[src/rtl/rrc_pkg.sv]
// shared types and constants of the ratiometric resistance converter
// no dependencies; used by every module of the block
`default_nettype none

package rrc_pkg;

  localparam int unsigned CODE_W  = 16;
  localparam int unsigned TAG_W   = 3;
  localparam int unsigned REF_W   = 16;
  localparam int unsigned RES_W   = 31;
  localparam int unsigned REFK_W  = 26;  // ref * 1000
  localparam int unsigned DIFF_W  = 15;  // code - zero for the mid range
  localparam int unsigned DIV_W   = 15;  // 65536 - code for the mid range
  localparam int unsigned NUM_W   = REFK_W + DIFF_W;
  localparam int unsigned QUOT_W  = 36;  // divisor >= 33 keeps the top bits below it
  localparam int unsigned REM_W   = DIV_W;
  localparam int unsigned HV_W    = 37;  // ref * 2000000

  localparam logic [CODE_W-1:0] CODE_ZERO       = 16'd32768;
  localparam logic [CODE_W-1:0] CODE_LOW_LIMIT  = 16'd32800;
  localparam logic [CODE_W-1:0] CODE_HIGH_LIMIT = 16'd65504;
  localparam logic [9:0]        MOHM_PER_OHM    = 10'd1000;
  localparam logic [20:0]       HIGH_FACTOR     = 21'd2000000;
  localparam logic [RES_W-1:0]  RESULT_MAX      = 31'h7fff_ffff;

  // reset value of the reference (2000 ohm) in its derived forms
  localparam logic [REFK_W-1:0] REFK_RESET  = 26'd2000000;
  localparam logic [RES_W-1:0]  HV_RESET    = 31'h7fff_ffff;
  localparam logic              HSAT_RESET  = 1'b1;

  typedef struct packed {
    logic [TAG_W-1:0]  channel_tag;
    logic [CODE_W-1:0] raw_code;
  } in_word_t;

  typedef struct packed {
    logic [TAG_W-1:0] channel_out;
    logic [RES_W-1:0] resistance_mohm;
    logic             low_clamp;
    logic             high_clamp;
  } out_word_t;

  // word handed from cell to cell of the divider chain
  typedef struct packed {
    logic [TAG_W-1:0]  tag;
    logic              lo;
    logic              hi;
    logic [DIV_W-1:0]  div;
    logic [REM_W-1:0]  rem;
    logic [QUOT_W-1:0] nq;   // numerator bits shift out, quotient bits shift in
  } div_word_t;

  // high-end result, derived from the reference at write time
  typedef struct packed {
    logic [RES_W-1:0] value;
    logic             sat;
  } high_cfg_t;

endpackage

`default_nettype wire

[src/rtl/rrc_front.sv]
// config register and multiply stage feeding the divider chain
// depends on rrc_pkg
`default_nettype none

module rrc_front (
  input  wire logic               clk_i,
  input  wire logic               rst_ni,
  input  wire logic               cfg_valid_i,
  input  wire logic [15:0]        cfg_wdata_i,
  input  wire logic               in_valid_i,
  input  wire logic               in_keep_i,
  input  wire rrc_pkg::in_word_t  in_word_i,
  output      logic               in_ready_o,
  output      logic               dn_valid_o,
  output      rrc_pkg::div_word_t dn_word_o,
  input  wire logic               dn_ready_i,
  output      rrc_pkg::high_cfg_t high_cfg_o
);

  logic [rrc_pkg::REFK_W-1:0] refk_q, refk_d;
  rrc_pkg::high_cfg_t         high_q, high_d;
  logic [rrc_pkg::HV_W-1:0]   hv_full;

  always_comb begin
    refk_d       = rrc_pkg::REFK_W'(cfg_wdata_i) * rrc_pkg::REFK_W'(rrc_pkg::MOHM_PER_OHM);
    hv_full      = rrc_pkg::HV_W'(cfg_wdata_i) * rrc_pkg::HV_W'(rrc_pkg::HIGH_FACTOR);
    high_d.sat   = hv_full > rrc_pkg::HV_W'(rrc_pkg::RESULT_MAX);
    high_d.value = high_d.sat ? rrc_pkg::RESULT_MAX : hv_full[rrc_pkg::RES_W-1:0];
  end

  always_ff @(posedge clk_i or negedge rst_ni) begin
    if (!rst_ni) begin
      refk_q       <= rrc_pkg::REFK_RESET;
      high_q.value <= rrc_pkg::HV_RESET;
      high_q.sat   <= rrc_pkg::HSAT_RESET;
    end else if (cfg_valid_i) begin
      refk_q <= refk_d;
      high_q <= high_d;
    end
  end

  assign high_cfg_o = high_q;

  // operand prep and the one multiplication
  logic [rrc_pkg::DIFF_W-1:0] diff;
  logic [rrc_pkg::CODE_W-1:0] span;
  logic [rrc_pkg::NUM_W-1:0]  num;
  rrc_pkg::div_word_t         word_d, word_q;
  logic                       valid_q;

  always_comb begin
    diff        = rrc_pkg::DIFF_W'(in_word_i.raw_code - rrc_pkg::CODE_ZERO);
    span        = ~in_word_i.raw_code + 16'd1;
    num         = rrc_pkg::NUM_W'(refk_q) * rrc_pkg::NUM_W'(diff);
    word_d.tag  = in_word_i.channel_tag;
    word_d.lo   = in_word_i.raw_code <= rrc_pkg::CODE_LOW_LIMIT;
    word_d.hi   = in_word_i.raw_code >= rrc_pkg::CODE_HIGH_LIMIT;
    word_d.div  = span[rrc_pkg::DIV_W-1:0];
    word_d.rem  = rrc_pkg::REM_W'(num[rrc_pkg::NUM_W-1:rrc_pkg::QUOT_W]);
    word_d.nq   = num[rrc_pkg::QUOT_W-1:0];
  end

  assign in_ready_o = !valid_q || dn_ready_i;

  always_ff @(posedge clk_i or negedge rst_ni) begin
    if (!rst_ni) begin
      valid_q <= 1'b0;
    end else if (in_ready_o) begin
      valid_q <= in_valid_i && in_keep_i;
    end
  end

  always_ff @(posedge clk_i) begin
    if (in_ready_o && in_valid_i) begin
      word_q <= word_d;
    end
  end

  assign dn_valid_o = valid_q;
  assign dn_word_o  = word_q;

endmodule

`default_nettype wire

[src/rtl/rrc_cell.sv]
// one restoring-division cell: one quotient bit per word, registered
// depends on rrc_pkg
`default_nettype none

module rrc_cell (
  input  wire logic               clk_i,
  input  wire logic               rst_ni,
  input  wire logic               up_valid_i,
  input  wire rrc_pkg::div_word_t up_word_i,
  output      logic               up_ready_o,
  output      logic               dn_valid_o,
  output      rrc_pkg::div_word_t dn_word_o,
  input  wire logic               dn_ready_i
);

  logic                       valid_q;
  rrc_pkg::div_word_t         word_q, word_d;
  logic [rrc_pkg::REM_W:0]    rem_sh;
  logic                       take;

  always_comb begin
    rem_sh    = {up_word_i.rem, up_word_i.nq[rrc_pkg::QUOT_W-1]};
    take      = rem_sh >= {1'b0, up_word_i.div};
    word_d    = up_word_i;
    word_d.rem = take ? rrc_pkg::REM_W'(rem_sh - {1'b0, up_word_i.div})
                      : rem_sh[rrc_pkg::REM_W-1:0];
    word_d.nq  = {up_word_i.nq[rrc_pkg::QUOT_W-2:0], take};
  end

  assign up_ready_o = !valid_q || dn_ready_i;

  always_ff @(posedge clk_i or negedge rst_ni) begin
    if (!rst_ni) begin
      valid_q <= 1'b0;
    end else if (up_ready_o) begin
      valid_q <= up_valid_i;
    end
  end

  always_ff @(posedge clk_i) begin
    if (up_ready_o && up_valid_i) begin
      word_q <= word_d;
    end
  end

  assign dn_valid_o = valid_q;
  assign dn_word_o  = word_q;

endmodule

`default_nettype wire

[src/rtl/ratiometric_adc_to_resistance_core.sv]
// top level: front multiply stage, divider cell chain, output register
// depends on rrc_pkg, rrc_front, rrc_cell
`default_nettype none

// Converts an offset-binary ADC code from a sensor/reference divider into the
// sensor resistance in milliohms, ref*1000*(code-32768)/(65536-code), truncated.
// Codes at or below 32800 give 0 with low_clamp; codes at or above 65504 give
// ref*2000000 with high_clamp; results above 2^31-1 saturate with high_clamp.
// Throughput is one word per clock while the output is not stalled. The input
// accept edge loads the multiply stage, then a chain of 36 division cells
// (one quotient bit each) and the output register follow. Backpressure
// moves cell by cell, so bubbles fill while a result waits. Words whose
// channel tag is not below CHANNELS are taken and dropped. Write the
// reference only while idle.

module ratiometric_adc_to_resistance_core #(
  parameter int unsigned CHANNELS = 8
) (
  input  wire logic               clk_i,
  input  wire logic               rst_ni,
  input  wire logic               cfg_valid_i,
  output      logic               cfg_ready_o,
  input  wire logic [15:0]        cfg_wdata_i,
  input  wire logic               in_valid_i,
  output      logic               in_ready_o,
  input  wire rrc_pkg::in_word_t  in_data_i,
  output      logic               out_valid_o,
  input  wire logic               out_ready_i,
  output      rrc_pkg::out_word_t out_data_o
);

  localparam int unsigned NCELL = rrc_pkg::QUOT_W;

  logic                  tag_ok;
  logic                  v   [NCELL+1];
  logic                  rdy [NCELL+1];
  rrc_pkg::div_word_t    w   [NCELL+1];
  rrc_pkg::high_cfg_t    high_cfg;

  assign cfg_ready_o = 1'b1;
  assign tag_ok      = {6'd0, in_data_i.channel_tag} < 9'(CHANNELS);

  rrc_front u_front (
    .clk_i      (clk_i),
    .rst_ni     (rst_ni),
    .cfg_valid_i(cfg_valid_i),
    .cfg_wdata_i(cfg_wdata_i),
    .in_valid_i (in_valid_i),
    .in_keep_i  (tag_ok),
    .in_word_i  (in_data_i),
    .in_ready_o (in_ready_o),
    .dn_valid_o (v[0]),
    .dn_word_o  (w[0]),
    .dn_ready_i (rdy[0]),
    .high_cfg_o (high_cfg)
  );

  for (genvar i = 0; i < NCELL; i++) begin : g_cell
    rrc_cell u_cell (
      .clk_i     (clk_i),
      .rst_ni    (rst_ni),
      .up_valid_i(v[i]),
      .up_word_i (w[i]),
      .up_ready_o(rdy[i]),
      .dn_valid_o(v[i+1]),
      .dn_word_o (w[i+1]),
      .dn_ready_i(rdy[i+1])
    );
  end

  // output stage: clamps and saturation
  logic               out_valid_q;
  rrc_pkg::out_word_t out_q, out_d;
  rrc_pkg::div_word_t last;
  logic               over;

  assign last = w[NCELL];
  assign over = |last.nq[rrc_pkg::QUOT_W-1:rrc_pkg::RES_W];
  assign rdy[NCELL] = !out_valid_q || out_ready_i;

  always_comb begin
    out_d.channel_out = last.tag;
    out_d.low_clamp   = last.lo;
    if (last.lo) begin
      out_d.resistance_mohm = '0;
      out_d.high_clamp      = 1'b0;
    end else if (last.hi) begin
      out_d.resistance_mohm = high_cfg.value;
      out_d.high_clamp      = 1'b1;
    end else if (over) begin
      out_d.resistance_mohm = rrc_pkg::RESULT_MAX;
      out_d.high_clamp      = 1'b1;
    end else begin
      out_d.resistance_mohm = last.nq[rrc_pkg::RES_W-1:0];
      out_d.high_clamp      = 1'b0;
    end
  end

  always_ff @(posedge clk_i or negedge rst_ni) begin
    if (!rst_ni) begin
      out_valid_q <= 1'b0;
    end else if (rdy[NCELL]) begin
      out_valid_q <= v[NCELL];
    end
  end

  always_ff @(posedge clk_i) begin
    if (rdy[NCELL] && v[NCELL]) begin
      out_q <= out_d;
    end
  end

  assign out_valid_o = out_valid_q;
  assign out_data_o  = out_q;

endmodule

`default_nettype wire

[config.mk]
export PLATFORM = sky130hd
export DESIGN_NAME = ratiometric_adc_to_resistance_core
export DESIGN_NICKNAME = d
export VERILOG_FILES = /design/src/rtl/rrc_pkg.sv /design/src/rtl/rrc_front.sv /design/src/rtl/rrc_cell.sv /design/src/rtl/ratiometric_adc_to_resistance_core.sv
export SDC_FILE = /design/constraint.sdc
export NUM_CORES = 2
export LEC_CHECK = 0
export BUFFER_PORTS_ARGS = -buffer_cell sky130_fd_sc_hd__buf_2
export CAP_MARGIN = 5
export CORE_MARGIN = 5
export CORE_UTILIZATION = 40
export CTS_BUF_LIST = sky130_fd_sc_hd__clkbuf_16
export DETAILED_ROUTE_END_ITERATION = 10
export PLACE_DENSITY_LB_ADDON = 0.25
export SLEW_MARGIN = 20
export SYNTH_ARGS = -nofsm -noshare
export SYNTH_HDL_FRONTEND = slang
export SYNTH_HIERARCHICAL = 1
export SYNTH_SLANG_ARGS = --single-unit
[constraint.sdc]
create_clock -name clk_i -period 16.2 [get_ports clk_i]
set_input_delay 3.24 -clock clk_i [delete_from_list [all_inputs] [get_ports clk_i]]
set_output_delay 3.24 -clock clk_i [all_outputs]
set_load 0.02 [all_outputs]
# Yosys cells after proc, flatten, opt, wreduce, memory -nomap -nowiden
# Index checks and enable logic that the tools add are counted.
# word_totals
regBits,2610
in_bits,40
wordCells,502
# classes
n_addsub,37
mul,3
n_lt_le_gt_ge,39
mux,40
bitwise,1
n_reduce_logical,115
# op_table
cell,count
greater-or-equal comparator 16 x 15 -> 1 bit,35
2-to-1 mux 15 bit,34
subtractor 15 bit,34
2-to-1 mux 31 bit,3
logical AND 1 bit,38
zero test 1 bit,38
logical OR 1 bit,38
multiplier 23 x 15 -> 38 bit,1
greater-than comparator 37 x 31 -> 1 bit (second input constant),1
multiplier 16 x 14 -> 30 bit (second input constant),1
multiplier 16 x 7 -> 23 bit (second input constant),1
greater-or-equal comparator 16 bit (second input constant),1
less-or-equal comparator 16 bit (second input constant),1
adder 15 x 1 -> 15 bit (second input constant),1
greater-or-equal comparator 6 x 15 -> 1 bit,1
NOT 15 bit,1
subtractor 15 x 1 -> 15 bit (second input constant),1
subtractor 6 x 15 -> 15 bit,1
2-to-1 mux 6 bit,1
OR reduction 5 bit,1
2-to-1 mux 1 bit,2

# Depth between registers and ports, before layout
# depth
word_depth,40
mapped_depth,39
mapped_depth_nobuf,39

# By module
# The synthesis kept the hierarchy.
# by_module_without_submodules
mod,n_inst,cells_each,area_per_inst_um2,seq_area_each_um2
rrc_cell,36,207,3241.9,2157.1
rrc_front,1,2105,20698.6,3007.9
ratiometric_adc_to_resistance_core,1,153,1808.0,1106.1

# Worst setup path before layout
# OpenSTA, ideal clock, no wires.
# synth_path
path_type,input port to output port
start,input out_ready_i
end,output in_ready_o
t_arrival_ns,9.209
path_slack_ns,3.751
path_stages,38
n_path_buf,0
cell_sequence,nand2b_1 nand2b_1 nand2b_1 nand2b_1 nand2b_1 nand2b_1 nand2b_1 nand2b_1 nand2b_1 nand2b_1 nand2b_1 nand2b_1 nand2b_1 nand2b_1 nand2b_1 nand2b_1 nand2b_1 nand2b_1 [... 2 more ...] nand2b_1 nand2b_1 nand2b_1 nand2b_1 nand2b_1 nand2b_1 nand2b_1 nand2b_1 nand2b_1 nand2b_1 nand2b_1 nand2b_1 nand2b_1 nand2b_1 nand2b_1 nand2b_1 nand2b_1 nand2b_1
# synth_rtl
element,line_no,text
"start, declared",ratiometric_adc_to_resistance_core.sv:28,"input wire logic out_ready_i,"
"end, declared",ratiometric_adc_to_resistance_core.sv:25,"output logic in_ready_o,"

==> results.md <==
Floorplan:
- For this configuration, the core starts out at a cell density of 40.2%.
- 79 I/O pins were placed.
- The placeable core region is 343000 sq um.
- The floorplan step defined a die boundary enclosing 356000 sq um.
- The floorplan row count is 215.
- The y dimension of the die is 597 microns.
- The floorplan step set the die width to 597 microns.

Placed design:
- The count of buffers added on input and output ports is 77.
- In this run the cell area measured after placement is 143000 sq um.
- The total half-perimeter wirelength after legalization and detailed placement is 209000 microns.
- The placer's final routability congestion estimate is 0.862.

Clock network:
- TritonCTS built the clock tree.
- In this run, post-CTS hold repair placed 0 buffers.
- Clock-pin slew was measured on the worst setup and hold paths at 0.06 ns.
- The maximum clock insertion buffer count is 4.
- CTS built an H-tree with a depth of 5.
- The clock latency on the worst-skew pair is 0.86 ns.
- The number of setup buffers added after CTS is 0.
- The clock sink total is 2706.
- The number of gates resized after CTS was 0.
- The number of CTS-inserted buffers is 289.
- The root buffer cell is sky130_fd_sc_hd__clkbuf_16.

Detailed routing:
- The number of remaining DRC errors is 0.
- After the first detailed-routing iteration, the DRC count stood at 4380.
- The detailed-route wire length per cell is 19.5 microns.
- The routed design has 285000 microns of wire.
- In this run the remaining antenna-violating nets after routing total 0.
- The total via count in the routed design is 74.1k.
- The first detailed-routing pass took 6 iterations.
- Dividing the detail-routed via count by the number of cells gives 5.09.

Final layout:
- From synthesis to final layout, the design area changed by 10.2%.
- The most frequent standard cell in the layout excluding fill and tap cells is sky130_fd_sc_hd__edfxtp_1.
- With fillers left out, the area of the finished cells amounts to 152000 sq um.
- The final layout contains 11.0k nets.
- Counting the fill cells in the layout gives 30.5k.
- The post-route netlist has 13.8% of its cells at a drive strength greater than 1.
- Measured on the finished design, the core utilization comes to 44.2%.
- Leaving out fill and tap cells, the most frequent cells in the layout are 2620 x sky130_fd_sc_hd__edfxtp_1, 1145 x sky130_fd_sc_hd__inv_1, 788 x sky130_fd_sc_hd__ha_1.

Worst setup path:
- The kind of critical path is input pin to output port.
- The critical path arrival is 10.88 ns.
- The number of cells traversed by the worst register-to-register path is 40.
- The critical path required time is 12.96 ns.
- In this run the critical register-to-register path is launched from out_valid_o.
- The maximum cell stage delay along the critical path is 0.24 ns.
- The category of the worst setup path capture point is an output port.
- By instance count, the cell type seen most on the critical path is sky130_fd_sc_hd__nand2b_1.
- The endpoint of the worst register-to-register path is u_front/dn_word_o[14].
- On the critical path, the stage with the largest delay is an instance of sky130_fd_sc_hd__nand2b_1.
- In this run the worst path has a maximum fanout of 3.
- The minimum setup slack among reg-to-reg paths is 7.58 ns.
- STA classifies the critical path startpoint as an input pin.

Timing:
- The final critical delay including setup and external delays is 14.12 ns.
- For this run, the top clock speed supported by timing is 70.8 MHz.
- The final hold violation count is 0.
- The worst-margin pin slew is 1.13 ns.
- The total negative setup slack is 0 ns.
- The worst path uses 87.1% of the clock period.
- Across the routed clock network, the largest skew measured is 0.0755 ns.
- The number of failing setup endpoints in the final timing report is 0.
- The count of final max-slew check failures is 0.
- The worst relative slew slack is 24.5%.
- Setup repair after global routing left no endpoint under its margin.

Min path:
- Counting instances, the worst hold path has a depth of 0.
- The min-delay analysis places its worst path in the category flip-flop to flip-flop.
- The capture endpoint of the worst hold path is g_cell[33].u_cell/dn_word_o[35].
- In this run the most critical hold path is launched from g_cell[32].u_cell/dn_word_o[34].

Flow run:
- The tool flagged a number of max-cap violations equal to 0.

Status:
- The run finished with clean final reports.

Synthesis:
- The average footprint of a synthesized cell is 14.3 sq um.
- Synthesis produced a netlist whose cell count is 9606.
- During synthesis, Yosys emitted a total of 6 warnings.
- The total standard cell area after synthesis is 138000 sq um.

Global route:
- The total grt overflow is 0.
- The number of antenna violations at the first check in global routing is 6.
- The via count of the first global-routing pass came to 76.7k.
- The first global-routing pass estimated 447000 microns of wire.
- Across every metal layer, demand over resource in global routing totals 15.8%.
- Entering global routing, the biggest net connects 72 pins.
==> state kept, by name (all words and copies together), names as in the netlist <==
signal	count
u_front/high_cfg_o	25
g_cell.u_cell/dn_word_o	2526
out_valid_o	1
u_front/dn_valid_o	1
u_front/refk_q	23
g_cell.u_cell/dn_valid_o	36
out_data_o	36
u_front/dn_word_o	58
==> per-layer routing <==
layer | GRT usage (%) | share of wire [%] | up-vias
met5 | 0 | 0.0046 | -
met3 | 2.03 | 3.4 | 439
li1 | - | - | 35200
met4 | 4.36 | 2.8 | 2
met1 | 20.4 | 43 | 37100
met2 | 28.1 | 51 | 1364
==> worst max-delay path, delay by kind of cell <==
family,cells,cell delay (ns)
buf+inv,2,0.30
simple gates,38,7.30
==> worst max-delay path by stage <==
| stage | cells past startpoint | from | slack, ns | endpoint |
|---|---|---|---|---|
| after floorplan | 38 | out_ready_i | 3.75 | in_ready_o |
| after global placement | 40 | out_ready_i | 2.03 | in_ready_o |
| after detailed placement | 40 | out_ready_i | 2.26 | in_ready_o |
| after CTS | 40 | out_ready_i | 2.11 | in_ready_o |
| after global routing | 40 | out_ready_i | 1.52 | in_ready_o |
| final | 40 | out_ready_i | 2.08 | in_ready_o |
==> metrics by stage <==
stage / setup WS, ns / hold slack, ns / std cells
detailed placement: 2.26 / 0.405 / 14000
floorplan: 3.75 / 0.400 / 9619
CTS: 2.11 / 0.361 / 14600
finish: 2.08 / 0.367 / 14600
global route: 1.52 / 0.378 / 14600
global placement: 2.03 / 0.400 / 14000
==> final cells by class <==
type / count / area (sq um) / share of cell area (%)
Antenna cell: 4 / 10.0 / 0.00660
Clock buffer: 295 / 7380 / 4.86
Clock inverter: 225 / 1630 / 1.07
Inverter: 1088 / 4080 / 2.69
Multi-Input combinational cell: 5567 / 51200 / 33.7
Sequential cell: 2706 / 80900 / 53.3
Tap cell: 4557 / 5700 / 3.76
Timing Repair Buffer: 133 / 913 / 0.602
Power is not shown: default switching activity piles up to over one toggle a cycle in this logic, so the estimate is an artifact.
